File: src/rtl/gbr_pkg.sv
// Shared types, constants and helpers for the 2bpp glyph run renderer.
package gbr_pkg;

    localparam int DIM_BITS     = 8;
    localparam int COLOR_BITS   = 16;
    localparam int RUN_BITS     = 16;
    localparam int BYTE_BITS    = 8;
    localparam int PIX_BITS     = 2;
    localparam int PIX_PER_BYTE = BYTE_BITS / PIX_BITS;
    localparam int K_BITS       = $clog2(PIX_PER_BYTE);
    localparam int PROD_BITS    = 2 * DIM_BITS;

    localparam int Q_DEPTH    = 4;
    localparam int Q_PTR_BITS = $clog2(Q_DEPTH);
    localparam int Q_CNT_BITS = $clog2(Q_DEPTH + 1);

    localparam int CFG_IDX_BITS  = 2;
    localparam int CFG_DATA_BITS = 16;

    localparam logic [CFG_IDX_BITS-1:0] REG_BACKGROUND  = 2'd0;
    localparam logic [CFG_IDX_BITS-1:0] REG_BRUSH_FULL  = 2'd1;
    localparam logic [CFG_IDX_BITS-1:0] REG_BRUSH_2THRD = 2'd2;
    localparam logic [CFG_IDX_BITS-1:0] REG_BRUSH_1THRD = 2'd3;

    localparam logic [PIX_BITS-1:0] LVL_FULL  = 2'd3;
    localparam logic [PIX_BITS-1:0] LVL_2THRD = 2'd2;
    localparam logic [PIX_BITS-1:0] LVL_1THRD = 2'd1;
    localparam logic [PIX_BITS-1:0] LVL_BG    = 2'd0;

    localparam logic [COLOR_BITS-1:0] FULL_COLOR_RESET = {COLOR_BITS{1'b1}};
    localparam logic [K_BITS-1:0]     K_LAST           = K_BITS'(PIX_PER_BYTE - 1);

    typedef enum logic [3:0] {
        CMD_DATA  = 4'b0001,
        CMD_GLYPH = 4'b0010,
        CMD_BLANK = 4'b0100,
        CMD_NONE  = 4'b1000
    } cmd_kind_t;

    typedef struct packed {
        cmd_kind_t             kind;
        logic [DIM_BITS-1:0]   iw;
        logic [DIM_BITS-1:0]   ih;
        logic [RUN_BITS-1:0]   lead;
        logic [RUN_BITS-1:0]   gap;
        logic [RUN_BITS-1:0]   trail;
        logic [BYTE_BITS-1:0]  pixels;
    } cmd_t;

    typedef struct packed {
        logic [COLOR_BITS-1:0] background;
        logic [COLOR_BITS-1:0] full;
        logic [COLOR_BITS-1:0] two_thirds;
        logic [COLOR_BITS-1:0] one_third;
    } colors_t;

    typedef struct packed {
        logic [COLOR_BITS-1:0] color;
        logic [RUN_BITS-1:0]   length;
        logic                  last;
        logic                  done;
    } run_t;

    function automatic logic [COLOR_BITS-1:0] level_color(
        input logic [PIX_BITS-1:0] pix,
        input colors_t             colors
    );
        logic [COLOR_BITS-1:0] c;
        unique case (pix)
            LVL_FULL:  c = colors.full;
            LVL_2THRD: c = colors.two_thirds;
            LVL_1THRD: c = colors.one_third;
            LVL_BG:    c = colors.background;
            default:   c = colors.background;
        endcase
        return c;
    endfunction

endpackage

File: src/rtl/gbr_front.sv
// Front end: classify each input beat and precompute the run lengths of a header.
module gbr_front (
    input  logic                          op,
    input  logic [gbr_pkg::DIM_BITS-1:0]  glyph_width,
    input  logic [gbr_pkg::DIM_BITS-1:0]  glyph_height,
    input  logic [gbr_pkg::DIM_BITS-1:0]  top_margin,
    input  logic [gbr_pkg::DIM_BITS-1:0]  bottom_margin,
    input  logic [gbr_pkg::DIM_BITS-1:0]  left_margin,
    input  logic [gbr_pkg::DIM_BITS-1:0]  right_margin,
    input  logic [gbr_pkg::BYTE_BITS-1:0] bitmap_byte,
    output gbr_pkg::cmd_t                 cmd
);

    logic [gbr_pkg::DIM_BITS:0]    lr_sum;
    logic [gbr_pkg::DIM_BITS:0]    tb_sum;
    logic [gbr_pkg::PROD_BITS-1:0] top_prod;
    logic [gbr_pkg::PROD_BITS-1:0] bot_prod;
    logic [gbr_pkg::PROD_BITS-1:0] area_prod;
    logic [gbr_pkg::PROD_BITS:0]   lead_sum;
    logic [gbr_pkg::PROD_BITS:0]   trail_sum;
    logic                          zero_dim;
    logic                          no_interior;

    assign lr_sum    = {1'b0, left_margin} + {1'b0, right_margin};
    assign tb_sum    = {1'b0, top_margin} + {1'b0, bottom_margin};
    assign top_prod  = top_margin * glyph_width;
    assign bot_prod  = bottom_margin * glyph_width;
    assign area_prod = glyph_width * glyph_height;
    assign lead_sum  = {1'b0, top_prod} + (gbr_pkg::PROD_BITS + 1)'(left_margin);
    assign trail_sum = {1'b0, bot_prod} + (gbr_pkg::PROD_BITS + 1)'(right_margin);

    assign zero_dim    = (glyph_width == '0) || (glyph_height == '0);
    assign no_interior = (lr_sum >= {1'b0, glyph_width}) || (tb_sum >= {1'b0, glyph_height});

    always_comb
    begin
        cmd.iw     = glyph_width - lr_sum[gbr_pkg::DIM_BITS-1:0];
        cmd.ih     = glyph_height - tb_sum[gbr_pkg::DIM_BITS-1:0];
        cmd.lead   = lead_sum[gbr_pkg::RUN_BITS-1:0];
        cmd.gap    = gbr_pkg::RUN_BITS'(lr_sum);
        cmd.trail  = trail_sum[gbr_pkg::RUN_BITS-1:0];
        cmd.pixels = bitmap_byte;
        priority if (op)
        begin
            cmd.kind = gbr_pkg::CMD_DATA;
        end
        else if (zero_dim)
        begin
            cmd.kind = gbr_pkg::CMD_NONE;
        end
        else if (no_interior)
        begin
            cmd.kind  = gbr_pkg::CMD_BLANK;
            cmd.trail = area_prod[gbr_pkg::RUN_BITS-1:0];
        end
        else
        begin
            cmd.kind = gbr_pkg::CMD_GLYPH;
        end
    end

endmodule

File: src/rtl/gbr_cmd_queue.sv
// Short command queue between the front end and the run sequencer.
module gbr_cmd_queue (
    input  logic          clk,
    input  logic          rst_n,
    input  logic          push,
    input  gbr_pkg::cmd_t wdata,
    output logic          full,
    input  logic          pop,
    output gbr_pkg::cmd_t rdata,
    output logic          empty
);

    gbr_pkg::cmd_t                  slot_reg [gbr_pkg::Q_DEPTH];
    logic [gbr_pkg::Q_PTR_BITS-1:0] wr_ptr_reg;
    logic [gbr_pkg::Q_PTR_BITS-1:0] wr_ptr_next;
    logic [gbr_pkg::Q_PTR_BITS-1:0] rd_ptr_reg;
    logic [gbr_pkg::Q_PTR_BITS-1:0] rd_ptr_next;
    logic [gbr_pkg::Q_CNT_BITS-1:0] count_reg;
    logic [gbr_pkg::Q_CNT_BITS-1:0] count_next;
    logic                           do_push;
    logic                           do_pop;

    assign full    = (count_reg == gbr_pkg::Q_CNT_BITS'(gbr_pkg::Q_DEPTH));
    assign empty   = (count_reg == '0);
    assign do_push = push && !full;
    assign do_pop  = pop && !empty;
    assign rdata   = slot_reg[rd_ptr_reg];

    always_comb
    begin
        wr_ptr_next = do_push ? wr_ptr_reg + 1'b1 : wr_ptr_reg;
        rd_ptr_next = do_pop ? rd_ptr_reg + 1'b1 : rd_ptr_reg;
        count_next  = count_reg;
        if (do_push && !do_pop)
        begin
            count_next = count_reg + 1'b1;
        end
        else if (do_pop && !do_push)
        begin
            count_next = count_reg - 1'b1;
        end
    end

    always_ff @(posedge clk)
    begin
        if (do_push)
        begin
            slot_reg[wr_ptr_reg] <= wdata;
        end
    end

    always_ff @(posedge clk or negedge rst_n)
    begin
        if (!rst_n)
        begin
            wr_ptr_reg <= '0;
            rd_ptr_reg <= '0;
            count_reg  <= '0;
        end
        else
        begin
            wr_ptr_reg <= wr_ptr_next;
            rd_ptr_reg <= rd_ptr_next;
            count_reg  <= count_next;
        end
    end

    a_count_bound: assert property (@(posedge clk) disable iff (!rst_n)
        count_reg <= gbr_pkg::Q_CNT_BITS'(gbr_pkg::Q_DEPTH))
        else $error("queue count exceeds depth");

    a_ptr_gap: assert property (@(posedge clk) disable iff (!rst_n)
        wr_ptr_reg == gbr_pkg::Q_PTR_BITS'(rd_ptr_reg + count_reg))
        else $error("queue pointers disagree with count");

endmodule

File: src/rtl/gbr_back.sv
// Back end: walk commands and emit one color run per cycle into out_reg unless stalled.
module gbr_back (
    input  logic             clk,
    input  logic             rst_n,
    input  gbr_pkg::cmd_t    cmd,
    input  logic             cmd_valid,
    output logic             cmd_pop,
    input  gbr_pkg::colors_t colors,
    output gbr_pkg::run_t    run,
    output logic             run_valid,
    input  logic             run_pop
);

    typedef enum logic [1:0] {
        PH_PIXEL = 2'b01,
        PH_TRAIL = 2'b10
    } phase_t;

    phase_t                          phase_reg;
    phase_t                          phase_next;
    logic                            active_reg;
    logic                            active_next;
    logic                            pre_done_reg;
    logic                            pre_done_next;
    logic [gbr_pkg::K_BITS-1:0]      k_reg;
    logic [gbr_pkg::K_BITS-1:0]      k_next;
    logic [gbr_pkg::DIM_BITS-1:0]    row_reg;
    logic [gbr_pkg::DIM_BITS-1:0]    row_next;
    logic [gbr_pkg::DIM_BITS-1:0]    col_reg;
    logic [gbr_pkg::DIM_BITS-1:0]    col_next;
    logic [gbr_pkg::DIM_BITS-1:0]    iw_reg;
    logic [gbr_pkg::DIM_BITS-1:0]    iw_next;
    logic [gbr_pkg::DIM_BITS-1:0]    ih_reg;
    logic [gbr_pkg::DIM_BITS-1:0]    ih_next;
    logic [gbr_pkg::RUN_BITS-1:0]    lead_reg;
    logic [gbr_pkg::RUN_BITS-1:0]    lead_next;
    logic [gbr_pkg::RUN_BITS-1:0]    gap_reg;
    logic [gbr_pkg::RUN_BITS-1:0]    gap_next;
    logic [gbr_pkg::RUN_BITS-1:0]    trail_reg;
    logic [gbr_pkg::RUN_BITS-1:0]    trail_next;
    gbr_pkg::run_t                   out_reg;
    gbr_pkg::run_t                   out_next;
    logic                            out_valid_reg;
    logic                            out_valid_next;

    logic                            out_ready;
    logic                            emit;
    logic [gbr_pkg::RUN_BITS-1:0]    pre_len;
    logic [gbr_pkg::PIX_BITS-1:0]    pix;
    logic [gbr_pkg::DIM_BITS:0]      col_inc;
    logic [gbr_pkg::DIM_BITS:0]      row_inc;
    logic                            col_wrap;
    logic                            finish;

    assign out_ready = !out_valid_reg || run_pop;
    assign pre_len   = (row_reg == '0) ? lead_reg : gap_reg;
    assign pix       = gbr_pkg::PIX_BITS'(cmd.pixels >> {k_reg, 1'b0});
    assign col_inc   = {1'b0, col_reg} + (gbr_pkg::DIM_BITS + 1)'(1);
    assign row_inc   = {1'b0, row_reg} + (gbr_pkg::DIM_BITS + 1)'(1);
    assign col_wrap  = (col_inc >= {1'b0, iw_reg});
    assign finish    = col_wrap && (row_inc >= {1'b0, ih_reg});

    always_comb
    begin
        phase_next    = phase_reg;
        active_next   = active_reg;
        pre_done_next = pre_done_reg;
        k_next        = k_reg;
        row_next      = row_reg;
        col_next      = col_reg;
        iw_next       = iw_reg;
        ih_next       = ih_reg;
        lead_next     = lead_reg;
        gap_next      = gap_reg;
        trail_next    = trail_reg;
        cmd_pop       = 1'b0;
        emit          = 1'b0;
        out_next      = out_reg;

        if (cmd_valid && out_ready)
        begin
            unique case (cmd.kind)
                gbr_pkg::CMD_NONE:
                begin
                    active_next   = 1'b0;
                    row_next      = '0;
                    col_next      = '0;
                    k_next        = '0;
                    pre_done_next = 1'b0;
                    phase_next    = PH_PIXEL;
                    cmd_pop       = 1'b1;
                end
                gbr_pkg::CMD_GLYPH:
                begin
                    active_next   = 1'b1;
                    row_next      = '0;
                    col_next      = '0;
                    k_next        = '0;
                    pre_done_next = 1'b0;
                    phase_next    = PH_PIXEL;
                    iw_next       = cmd.iw;
                    ih_next       = cmd.ih;
                    lead_next     = cmd.lead;
                    gap_next      = cmd.gap;
                    trail_next    = cmd.trail;
                    cmd_pop       = 1'b1;
                end
                gbr_pkg::CMD_BLANK:
                begin
                    active_next     = 1'b0;
                    row_next        = '0;
                    col_next        = '0;
                    k_next          = '0;
                    pre_done_next   = 1'b0;
                    phase_next      = PH_PIXEL;
                    emit            = 1'b1;
                    out_next.color  = colors.background;
                    out_next.length = cmd.trail;
                    out_next.last   = 1'b1;
                    out_next.done   = 1'b1;
                    cmd_pop         = 1'b1;
                end
                gbr_pkg::CMD_DATA:
                begin
                    if (!active_reg && (phase_reg != PH_TRAIL))
                    begin
                        cmd_pop = 1'b1;
                    end
                    else
                    begin
                        unique case (phase_reg)
                            PH_PIXEL:
                            begin
                                emit = 1'b1;
                                if ((col_reg == '0) && !pre_done_reg && (pre_len != '0))
                                begin
                                    out_next.color  = colors.background;
                                    out_next.length = pre_len;
                                    out_next.last   = 1'b0;
                                    out_next.done   = 1'b0;
                                    pre_done_next   = 1'b1;
                                end
                                else
                                begin
                                    out_next.color  = gbr_pkg::level_color(pix, colors);
                                    out_next.length = gbr_pkg::RUN_BITS'(1);
                                    out_next.last   = 1'b0;
                                    out_next.done   = 1'b0;
                                    pre_done_next   = 1'b0;
                                    if (finish)
                                    begin
                                        active_next = 1'b0;
                                        row_next    = '0;
                                        col_next    = '0;
                                        if (trail_reg != '0)
                                        begin
                                            phase_next = PH_TRAIL;
                                        end
                                        else
                                        begin
                                            out_next.last = 1'b1;
                                            out_next.done = 1'b1;
                                            k_next        = '0;
                                            cmd_pop       = 1'b1;
                                        end
                                    end
                                    else
                                    begin
                                        col_next = col_wrap ? '0
                                                            : col_inc[gbr_pkg::DIM_BITS-1:0];
                                        row_next = col_wrap ? row_inc[gbr_pkg::DIM_BITS-1:0]
                                                            : row_reg;
                                        if (k_reg == gbr_pkg::K_LAST)
                                        begin
                                            out_next.last = 1'b1;
                                            k_next        = '0;
                                            cmd_pop       = 1'b1;
                                        end
                                        else
                                        begin
                                            k_next = k_reg + 1'b1;
                                        end
                                    end
                                end
                            end
                            PH_TRAIL:
                            begin
                                emit            = 1'b1;
                                out_next.color  = colors.background;
                                out_next.length = trail_reg;
                                out_next.last   = 1'b1;
                                out_next.done   = 1'b1;
                                phase_next      = PH_PIXEL;
                                k_next          = '0;
                                cmd_pop         = 1'b1;
                            end
                            default:
                            begin
                                phase_next = PH_PIXEL;
                            end
                        endcase
                    end
                end
                default:
                begin
                    cmd_pop = 1'b1;
                end
            endcase
        end

        if (emit)
        begin
            out_valid_next = 1'b1;
        end
        else if (run_pop)
        begin
            out_valid_next = 1'b0;
        end
        else
        begin
            out_valid_next = out_valid_reg;
        end
    end

    always_ff @(posedge clk)
    begin
        iw_reg    <= iw_next;
        ih_reg    <= ih_next;
        lead_reg  <= lead_next;
        gap_reg   <= gap_next;
        trail_reg <= trail_next;
        out_reg   <= out_next;
    end

    always_ff @(posedge clk or negedge rst_n)
    begin
        if (!rst_n)
        begin
            phase_reg     <= PH_PIXEL;
            active_reg    <= 1'b0;
            pre_done_reg  <= 1'b0;
            k_reg         <= '0;
            row_reg       <= '0;
            col_reg       <= '0;
            out_valid_reg <= 1'b0;
        end
        else
        begin
            phase_reg     <= phase_next;
            active_reg    <= active_next;
            pre_done_reg  <= pre_done_next;
            k_reg         <= k_next;
            row_reg       <= row_next;
            col_reg       <= col_next;
            out_valid_reg <= out_valid_next;
        end
    end

    assign run       = out_reg;
    assign run_valid = out_valid_reg;

    a_run_nonzero: assert property (@(posedge clk) disable iff (!rst_n)
        out_valid_reg |-> (out_reg.length != '0))
        else $error("run of zero length on output");

    a_done_is_last: assert property (@(posedge clk) disable iff (!rst_n)
        (out_valid_reg && out_reg.done) |-> out_reg.last)
        else $error("glyph end not on last run of beat");

    a_trail_inactive: assert property (@(posedge clk) disable iff (!rst_n)
        (phase_reg == PH_TRAIL) |-> !active_reg)
        else $error("trailing run pending while glyph still active");

    a_pre_at_col0: assert property (@(posedge clk) disable iff (!rst_n)
        pre_done_reg |-> (col_reg == '0))
        else $error("border run taken away from row start");

endmodule

File: src/rtl/glyph_2bpp_bbox_renderer.sv
// Top level: color registers, front end, command queue and run sequencer.
// The first run of a beat passes through a queue slot and then the output register.
// Throughput: a header or a byte with no glyph yields at most one run; a data byte yields
// one or more runs, one per cycle unless output stalls, set by the single back-end sequencer.
// Reset: queue pointers, glyph state and output valid flag clear at once; colors return
// to their reset values; no clearing pass, the block takes beats right after.
module glyph_2bpp_bbox_renderer (
    input  logic                              clk,
    input  logic                              rst_n,
    input  logic                              push,
    output logic                              full,
    input  logic                              op,
    input  logic [gbr_pkg::DIM_BITS-1:0]      glyph_width,
    input  logic [gbr_pkg::DIM_BITS-1:0]      glyph_height,
    input  logic [gbr_pkg::DIM_BITS-1:0]      top_margin,
    input  logic [gbr_pkg::DIM_BITS-1:0]      bottom_margin,
    input  logic [gbr_pkg::DIM_BITS-1:0]      left_margin,
    input  logic [gbr_pkg::DIM_BITS-1:0]      right_margin,
    input  logic [gbr_pkg::BYTE_BITS-1:0]     bitmap_byte,
    output logic                              empty,
    input  logic                              pop,
    output logic [gbr_pkg::COLOR_BITS-1:0]    pixel_color,
    output logic [gbr_pkg::RUN_BITS-1:0]      run_length,
    output logic                              last_of_item,
    output logic                              glyph_done,
    input  logic                              cfg_we,
    input  logic [gbr_pkg::CFG_IDX_BITS-1:0]  cfg_index,
    input  logic [gbr_pkg::CFG_DATA_BITS-1:0] cfg_data
);

    gbr_pkg::colors_t colors_reg;
    gbr_pkg::colors_t colors_next;
    gbr_pkg::cmd_t    front_cmd;
    gbr_pkg::cmd_t    head_cmd;
    gbr_pkg::run_t    out_run;
    logic             q_empty;
    logic             q_pop;
    logic             run_valid;

    always_comb
    begin
        colors_next = colors_reg;
        if (cfg_we)
        begin
            unique case (cfg_index)
                gbr_pkg::REG_BACKGROUND:
                    colors_next.background = gbr_pkg::COLOR_BITS'(cfg_data);
                gbr_pkg::REG_BRUSH_FULL:
                    colors_next.full = gbr_pkg::COLOR_BITS'(cfg_data);
                gbr_pkg::REG_BRUSH_2THRD:
                    colors_next.two_thirds = gbr_pkg::COLOR_BITS'(cfg_data);
                gbr_pkg::REG_BRUSH_1THRD:
                    colors_next.one_third = gbr_pkg::COLOR_BITS'(cfg_data);
                default:
                    colors_next = colors_reg;
            endcase
        end
    end

    always_ff @(posedge clk or negedge rst_n)
    begin
        if (!rst_n)
        begin
            colors_reg.background <= '0;
            colors_reg.full       <= gbr_pkg::FULL_COLOR_RESET;
            colors_reg.two_thirds <= '0;
            colors_reg.one_third  <= '0;
        end
        else
        begin
            colors_reg <= colors_next;
        end
    end

    gbr_front u_front (
        .op            (op),
        .glyph_width   (glyph_width),
        .glyph_height  (glyph_height),
        .top_margin    (top_margin),
        .bottom_margin (bottom_margin),
        .left_margin   (left_margin),
        .right_margin  (right_margin),
        .bitmap_byte   (bitmap_byte),
        .cmd           (front_cmd)
    );

    gbr_cmd_queue u_queue (
        .clk   (clk),
        .rst_n (rst_n),
        .push  (push),
        .wdata (front_cmd),
        .full  (full),
        .pop   (q_pop),
        .rdata (head_cmd),
        .empty (q_empty)
    );

    gbr_back u_back (
        .clk       (clk),
        .rst_n     (rst_n),
        .cmd       (head_cmd),
        .cmd_valid (!q_empty),
        .cmd_pop   (q_pop),
        .colors    (colors_reg),
        .run       (out_run),
        .run_valid (run_valid),
        .run_pop   (pop)
    );

    assign empty        = !run_valid;
    assign pixel_color  = out_run.color;
    assign run_length   = out_run.length;
    assign last_of_item = out_run.last;
    assign glyph_done   = out_run.done;

endmodule
File: config.mk
export PLATFORM = sky130hd
export DESIGN_NAME = glyph_2bpp_bbox_renderer
export DESIGN_NICKNAME = d
export VERILOG_FILES = /design/src/rtl/gbr_pkg.sv /design/src/rtl/gbr_front.sv /design/src/rtl/gbr_cmd_queue.sv /design/src/rtl/gbr_back.sv /design/src/rtl/glyph_2bpp_bbox_renderer.sv
export SDC_FILE = /design/constraint.sdc
export NUM_CORES = 1
export LEC_CHECK = 0
export BUFFER_PORTS_ARGS = -buffer_cell sky130_fd_sc_hd__buf_2
export CAP_MARGIN = 20
export CORE_UTILIZATION = 40
export CTS_CLUSTER_DIAMETER = 50
export DETAILED_ROUTE_END_ITERATION = 12
export GPL_TIMING_DRIVEN = 0
export PLACE_DENSITY_LB_ADDON = 0.12
export SYNTH_ARGS = -nofsm -noshare
export SYNTH_HDL_FRONTEND = slang
export SYNTH_HIERARCHICAL = 1
export SYNTH_SLANG_ARGS = --single-unit
File: constraint.sdc
create_clock -name clk -period 11.45 [get_ports clk]
set_input_delay 1.7175 -clock clk [delete_from_list [all_inputs] [get_ports clk]]
set_output_delay 1.7175 -clock clk [all_outputs]
set_load 0.02 [all_outputs]
==> results of run 1 <==
critical path, stage by stage:
cell	delay [ns]
buf_2	0.13
clkbuf_1	0.47
clkbuf_1	0.52
nand2_1	0.17
fa_1	0.56
inv_1	0.06
fa_1	0.49
fa_1	0.49
inv_1	0.05
fa_1	0.47
inv_1	0.04
ha_1	0.33
a2111oi_0	0.45
o21ai_0	0.26
a41oi_1	0.40
mux2i_1	0.23
o2111ai_1	0.42
cell usage in the layout, fill, tap and decap left out, types with 11 or more instances in the layout:
cell type / count
a21oi_1: 68
mux4_2: 78
xnor2_1: 38
o21a_1: 12
mux2i_1: 43
nor2b_1: 19
dfstp_2: 17
ha_1: 182
a21o_1: 16
and2_1: 70
nor4_1: 18
buf_2: 122
nand2_1: 135
mux2_2: 74
clkinv_1: 14
dfrtp_1: 77
nand4_1: 11
fa_1: 129
inv_1: 246
o21ai_0: 55
nand3_1: 12
nand2b_1: 13
clkbuf_16: 54
o22a_1: 16
nor3_1: 31
nor2_1: 106
buf_4: 24
clkbuf_1: 47
xor2_1: 32
edfxtp_1: 402
final cells by class:
cell class / instances / area [sq um]
clock inverter: 26 / 224
clock buffer: 72 / 1470
timing repair buffer: 114 / 726
antenna: 1 / 2.50
buffer: 84 / 503
multi-input combinational: 1313 / 12700
inverter: 255 / 957
tap: 940 / 1180
sequential: 496 / 14400
fill: 6420 / 38200
metrics by stage:
stage / area, sq um / std cells / hold slack, ns / utilization / setup WS [ns]
after floorplan: 28600 / 2148 / 0.445 / - / 5.12
after global routing: 32200 / 3300 / 0.514 / 0.458 / 4.15
final: 32200 / 3301 / 0.487 / 0.458 / 4.36
after global placement: 30300 / 3194 / 0.468 / 0.430 / 3.88
after detailed placement: 30500 / 3202 / 0.478 / 0.434 / 3.83
after CTS: 32200 / 3300 / 0.492 / 0.458 / 4.43
power by group:
group	internal, W	total, W	switching, W
combinational	0.00130	0.00329	0.00199
clock	0.000949	0.00164	0.000694
sequential	0.00273	0.00288	0.000147
synth_stat cells (all sizes together) (12+ instances only):
cell    instances  area share
fa            129       0.090
mux2i          43       0.015
o21ai          56      0.0098
nand2         136       0.018
dfrtp          77       0.067
mux2           75       0.030
o21a           12      0.0032
nor4           19      0.0044
and2           74       0.016
o22a           16      0.0049
buf            49       0.013
edfxtp        402        0.42
a21oi          68       0.012
dfstp          17       0.016
ha            182       0.080
xnor2          38       0.012
a21o           16      0.0042
clkbuf         35      0.0049
inv           246       0.032
nor3           33      0.0064
mux4           78       0.061
xor2           32      0.0098
nor2b          19      0.0042
nand3          13      0.0025
nor2          109       0.014
nand2b         13      0.0028
logic make-up after synthesis:
logic type      share of synthesized area
buf+inv                            0.0511
compound gates                     0.0615
xor+xnor                           0.0215
mux                                 0.106
other cells                      0.000131
flops                               0.506
simple gates                       0.0840
fa+ha+maj                           0.170
worst max path at each step:
stage                     depth (start not counted)  slack [ns]                       to
after CTS                                        17        4.43  u_queue/slot_reg[1][54]
after detailed placement                         17        3.83  u_queue/slot_reg[3][54]
final                                            17        4.36  u_queue/slot_reg[1][54]
after global placement                           17        3.88  u_queue/slot_reg[0][54]
after global routing                             17        4.15  u_queue/slot_reg[1][54]
after floorplan                                  17        5.12  u_queue/slot_reg[0][22]
per-layer routing:
metal / track usage / share of wire / up-vias
met5: 0 / 0 / -
met4: 0.0505 / 0.022 / 0
met3: 0.0241 / 0.038 / 90
met2: 0.337 / 0.50 / 346
met1: 0.260 / 0.44 / 8876
li1: - / - / 8013
==> summary.txt, run 1 <==
STA
  • Skew final: 0.0255 ns
  • RSZ-0062 raised after global routing: no
  • Setup TNS: 0 ns
  • Fmax: approximately 0.14 GHz
  • Fin. Hold Viols: 0
  • Tcrit/Tclk final: 0.620
  • Slew @ Worst Pin: 1.05 ns
  • Final setup viols: 0
  • Post-route minimum period: roughly 7 ns
  • Max-slew violations: 0
  • Slew headroom: 0.297

Synth
  • Post-synth EDFFs: roughly 400
  • Yosys Warn Count: 6
  • Seq/Total Area, Yosys: 0.506
  • Synth Area per Inst: around 13 sq um
  • Yosys reg bits: between 400 and 500
  • Most used DFF post-synth: edfxtp_1
  • Synth cell types: just over 90
  • Synth async-reset ratio: 0.190
  • Syn Inst Count: 2,142
  • Post-Syn Area: roughly 29,000 sq um

CTS
  • CTS tree: built
  • CTS Sinks: slightly below 500
  • Post-CTS Setup Repair Bufs: 0
  • Post-cts sizing count: 0
  • H-tree Lvls: 2
  • CTS max path bufs: 3
  • Reg clk slew, reported paths: about 0.060 ns
  • Worst skew pair latency: ~0.60 ns
  • CTS Root Cell: clkbuf_16
  • Cts bufs inserted: 52
  • CTS Hold Bufs: 0

GRT
  • Antenna violations before repair: 1
  • First-pass GRT wire length: ~110 mm
  • Vias in the first global route: between 15k and 20k
  • GRT overflow: 0
  • All-Layer GR Usage: 0.195
  • Largest net degree at the start of global routing: 70

Worst hold path
  • Min-Delay Path Class: flop to flop
  • WHS Endpoint: u_queue/count_reg[2]
  • Hold path depth: 1
  • Hold wc startpoint: u_queue/count_reg[2]

Status
  • Outcome: complete, no violations

Placement
  • IO Port Bufs: approximately 110
  • GP Congestion: around 0.85
  • DP HPWL: 52.0 mm

Pwr
  • VDD IR max: 0.122 mV
  • Leakage: around 13 nW
  • Power, Total: 0.00782 W
  • Power Dens Cells: 243 nW/um^2

Job
  • Max cap viols: 0

Final layout
  • Layout Nets: between 2k and 3k
  • Area Growth Syn to Fin: 12.8%
  • Max reg flops: 304
  • Fraction of layout cells with a size suffix above 1: 0.189

Floorplanning
  • Core Rows: 97
  • Vert. Die Dim: approximately 270 microns
  • Die width: between 200 and 300 microns
  • Die Area: 72,500 sq um
  • Core outline area: 70,400 sq um
  • Initial core utilization: 0.406
  • I/O pins: roughly 120

Setup path
  • Crit path required time: ~12 ns
  • Crit Path Class: input port to flop
  • R2R depth: 17
  • Startpoint class of the critical path: input port
  • Worst Setup End Kind: flop
  • Crit path max fanout: 10
  • Crit path DAT: approximately 7.3 ns
  • R2r setup slk: 6.23 ns
  • RR Endpoint: u_queue/count_reg[1]
  • CP startpoint: glyph_width[2]
  • Worst R2R Start: u_back/col_reg[0]

Routing
  • Number of iterations in the first detailed-routing pass: 5
  • Routed wire length: 69.2 mm
  • Post-route ant nets: 0
  • DR vias: 17.3k
  • # DRC: 0
  • WL/cell: 21.0 microns
  • Via density: between 5 and 6
  • 1st-iter DRT viols: about 1k
No activity file was read; power rests on OpenSTA's default activity.
==> run 2: changes to the inputs <==
--- a/config.mk
+++ b/config.mk
@@ -5,6 +5,7 @@
 export SDC_FILE = /design/constraint.sdc
 export NUM_CORES = 1
 export LEC_CHECK = 0
+export ABC_AREA = 1
 export BUFFER_PORTS_ARGS = -buffer_cell sky130_fd_sc_hd__buf_2
 export CAP_MARGIN = 20
 export CORE_UTILIZATION = 40
==> constraint.sdc (replaced) <==
create_clock -name clk -period 6.94 [get_ports clk]
set_input_delay 1.041 -clock clk [delete_from_list [all_inputs] [get_ports clk]]
set_output_delay 1.041 -clock clk [all_outputs]
set_load 0.02 [all_outputs]
==> run 2 against run 1 <==
Effect of this change:
- via count is 27% higher
- synthesized cell count is 50% higher
- die area is 6.3% higher
- area after synthesis is 6.3% higher
- final cell count is 33% higher
- combinational power is 100% higher
- critical path depth is 2 higher
- worst setup slack worse by 3.4 ns
- largest cell class unchanged
- clock skew is 0.012 ns higher
- routed wire length is 19% higher
==> summary.txt, run 2 <==
Status
  • Outcome: complete, no violations

Setup path
  • R2R depth: 17
  • Worst-path cell chain: buf_2 -> clkbuf_1 -> clkbuf_1 -> nand2_1 -> fa_1 -> fa_1 -> inv_1 -> fa_1 -> inv_1 -> fa_1 -> inv_1 -> ha_1 -> a21oi_1 -> o21ai_0 -> nand2_1 -> nand3_1 -> xor2_1 -> nand2_1 -> a21oi_1
  • Startpoint class of the critical path: input port
  • Critical path depth in cells: 19
  • Bufs and invs on worst path: 6
  • CP startpoint: glyph_width[5]
  • Most frequent cell on the critical path: fa_1
  • Cell family with most CP delay: adder cells
  • Slowest CP cell: clkbuf_1
  • Crit Path Class: input port to flop
  • Crit path max fanout: 10
  • Crit path required time: 7.28 ns
  • RR Endpoint: u_queue/count_reg[1]
  • R2r setup slk: about 2.6 ns
  • CP peak stage delay: 0.68 ns
  • Crit path DAT: between 6 and 7 ns
  • Worst R2R Start: u_queue/rd_ptr_reg[1]
  • CP endpoint: u_queue/slot_reg[0][22]
  • Worst Setup End Kind: flop

CTS
  • Worst skew pair latency: between 0.6 and 0.7 ns
  • CTS tree: built
  • Post-CTS Setup Repair Bufs: 0
  • CTS Sinks: roughly 500
  • H-tree Lvls: 2
  • CTS Hold Bufs: 0
  • Cts bufs inserted: 53
  • CTS Root Cell: clkbuf_16
  • CTS max path bufs: 3
  • Post-cts sizing count: 0
  • Reg clk slew, reported paths: about 0.06 ns

Floorplanning
  • Die Area: roughly 77,000 sq um
  • Core Rows: 100
  • Die width: roughly 280 microns
  • Core outline area: roughly 75,000 sq um
  • Vert. Die Dim: about 280 microns
  • I/O pins: approximately 120
  • Initial core utilization: 0.406

Final layout
  • Fill cells: roughly 7.2k
  • Final antenna diode count: 0
  • Fraction of layout cells with a size suffix above 1: 0.111
  • Commonest non-fill, non-tap cell in the layout: nand2_1
  • Max reg flops: between 300 and 400
  • Area Growth Syn to Fin: 12.8%
  • Final Util: 0.458
  • Most frequent cells in the layout: 891 x nand2_1, 625 x inv_1, 402 x edfxtp_1, 183 x o211ai_1, 182 x ha_1
  • Layout Nets: approximately 3.8k

Synth
  • Synth Area per Inst: around 9.5 sq um
  • Yosys Warn Count: 6
  • Post-Syn Area: ~30,000 sq um
  • Simple-gate portion of the synthesized area: 0.166
  • Post-synth EDFFs: between 400 and 500
  • Post-Synth Adder-Cell Area: 0.160
  • Yosys top cell by area: edfxtp_1
  • Dominant cells by area after synthesis: edfxtp_1 40%, nand2_1 11%, fa_1 8.5%, inv_1 7.7%, ha_1 7.5%
  • Synth top area share: 0.397
  • Most used DFF post-synth: edfxtp_1
  • Synth async-reset ratio: 0.190
  • Yosys reg bits: between 400 and 500
  • Compound-Gate Fraction of Synth Area: 0.0734
  • Most frequent cell after synthesis: nand2_1
  • List of most frequent post-synthesis cells: 891 x nand2_1, 625 x inv_1, 402 x edfxtp_1, 183 x o211ai_1, 182 x ha_1
  • Post-Synth XOR/XNOR Area: 0.0193
  • Syn Inst Count: between 3k and 4k
  • Multiplexer share of the synthesized area: 0
  • Synth cell types: 54
  • Combinational family with the most area after synthesis: simple AND/OR/NAND/NOR gates
  • Seq/Total Area, Yosys: 0.475

Routing
  • Number of iterations in the first detailed-routing pass: 6
  • Via density: 4.99
  • # DRC: 0
  • Post-route ant nets: 0
  • DR vias: approximately 22k
  • 1st-iter DRT viols: 1,473
  • WL/cell: ~19 microns
  • Routed wire length: 82.3 mm

Pwr
  • Switching Power: roughly 0.0061 W
  • Clk pwr share: 0.194
  • Internal power: 0.00817 W
  • VDD IR max: approximately 0.24 mV
  • Sequential power share: 0.333
  • Power Dens Cells: 416 nW/um^2
  • Logic gate share of total power: 0.472
  • Leakage: 16.5 nW
  • Net Sw Frac: 0.427

STA
  • Tcrit/Tclk final: 0.858
  • Final setup viols: 0
  • Slew headroom: 0.410
  • Fmax: 0.168 GHz
  • Slew @ Worst Pin: about 0.88 ns
  • Max-slew violations: 0
  • Fin. Hold Viols: 0
  • Skew final: between 0.03 and 0.04 ns
  • Post-route minimum period: 5.95 ns
  • RSZ-0062 raised after global routing: no
  • Final setup margin: roughly 0.99 ns

Placement
  • IO Port Bufs: around 100
  • DP HPWL: 63.7 mm
  • Worst slack, placed: about 0.37 ns
  • GP Congestion: between 0.8 and 0.9

GRT
  • First-pass GRT wire length: 127 mm
  • Antenna violations before repair: 0
  • Gr busiest metal: met2
  • Global-route met1 utilization: 0.279
  • Met2 usage: 0.368
  • M3 GR Usage: 0.0223
  • Vias in the first global route: roughly 22k
  • GRT overflow: 0
  • All-Layer GR Usage: 0.214
  • Largest net degree at the start of global routing: between 50 and 60

Worst hold path
  • Min-Delay Path Class: flop to flop

Job
  • Max cap viols: 0
[run 2: worst min-delay path by stage]
| stage | start | to | depth (start not counted) |
|---|---|---|---|
| 3_3_place_gp | colors_reg[43] | colors_reg[43] | 2 |
| 5_1_grt | colors_reg[45] | colors_reg[45] | 2 |
| 2_1_floorplan | colors_reg[16] | colors_reg[16] | 2 |
| 4_1_cts | colors_reg[34] | colors_reg[34] | 2 |
| 6_report | colors_reg[34] | colors_reg[34] | 2 |
| 3_5_place_dp | colors_reg[34] | colors_reg[34] | 2 |
[run 2: worst register-to-register path: cells and delay by family (launching register included)]
family	cells	cell delay, ns
AND/OR/NAND/NOR	6	0.78
flip-flops	1	0.33
AO/OA/AOI/OAI	3	0.78
buffers and inverters	6	1.72
adder cells (fa/ha/maj)	2	0.67
[run 2: power groups by stage]
| stage | logic (W) | registers [W] | clock network [W] |
|---|---|---|---|
| finish | 0.00674 | 0.00475 | 0.00277 |
| global route | 0.00745 | 0.00482 | 0.00295 |
| CTS | 0.00678 | 0.00476 | 0.00283 |
| detailed placement | 0.00676 | 0.00482 | 0 |
| global placement | 0.00647 | 0.00492 | 0 |
| floorplan | 0.00425 | 0.00489 | 0 |
[run 2: metal layers]
layer,up-vias,part of all wire
li1,10700,-
met1,10700,0.44
met2,520,0.49
met3,135,0.040
met4,0,0.034
met5,-,0
[run 2: layout make-up]
class | count | area [sq um] | share of cell area
sequential | 496 | 14400 | 0.421
multi-input combinational | 1924 | 12800 | 0.373
inverter | 638 | 2400 | 0.0699
clock buffer | 66 | 1420 | 0.0413
tap | 969 | 1210 | 0.0354
timing repair buffer | 120 | 911 | 0.0266
buffer | 154 | 828 | 0.0242
clock inverter | 32 | 294 | 0.00858
[run 2: logic make-up after synthesis]
kind of cell | Yosys count
other cells | 1
xor+xnor | 67
buf+inv | 792
flops | 496
compound gates | 337
simple gates | 1202
fa+ha+maj | 311
[run 2: metrics by stage]
stage | hold WS, ns | total power (W) | TNS, ns | area (sq um) | instances
global route | 0.476 | 0.0152 | 0 | 34300 | 4399
finish | 0.459 | 0.0143 | 0 | 34300 | 4399
global placement | 0.450 | 0.0114 | -332.25 | 32100 | 4284
floorplan | 0.437 | 0.00913 | 0 | 30400 | 3212
detailed placement | 0.453 | 0.0116 | 0 | 32600 | 4301
CTS | 0.462 | 0.0144 | 0 | 34300 | 4399
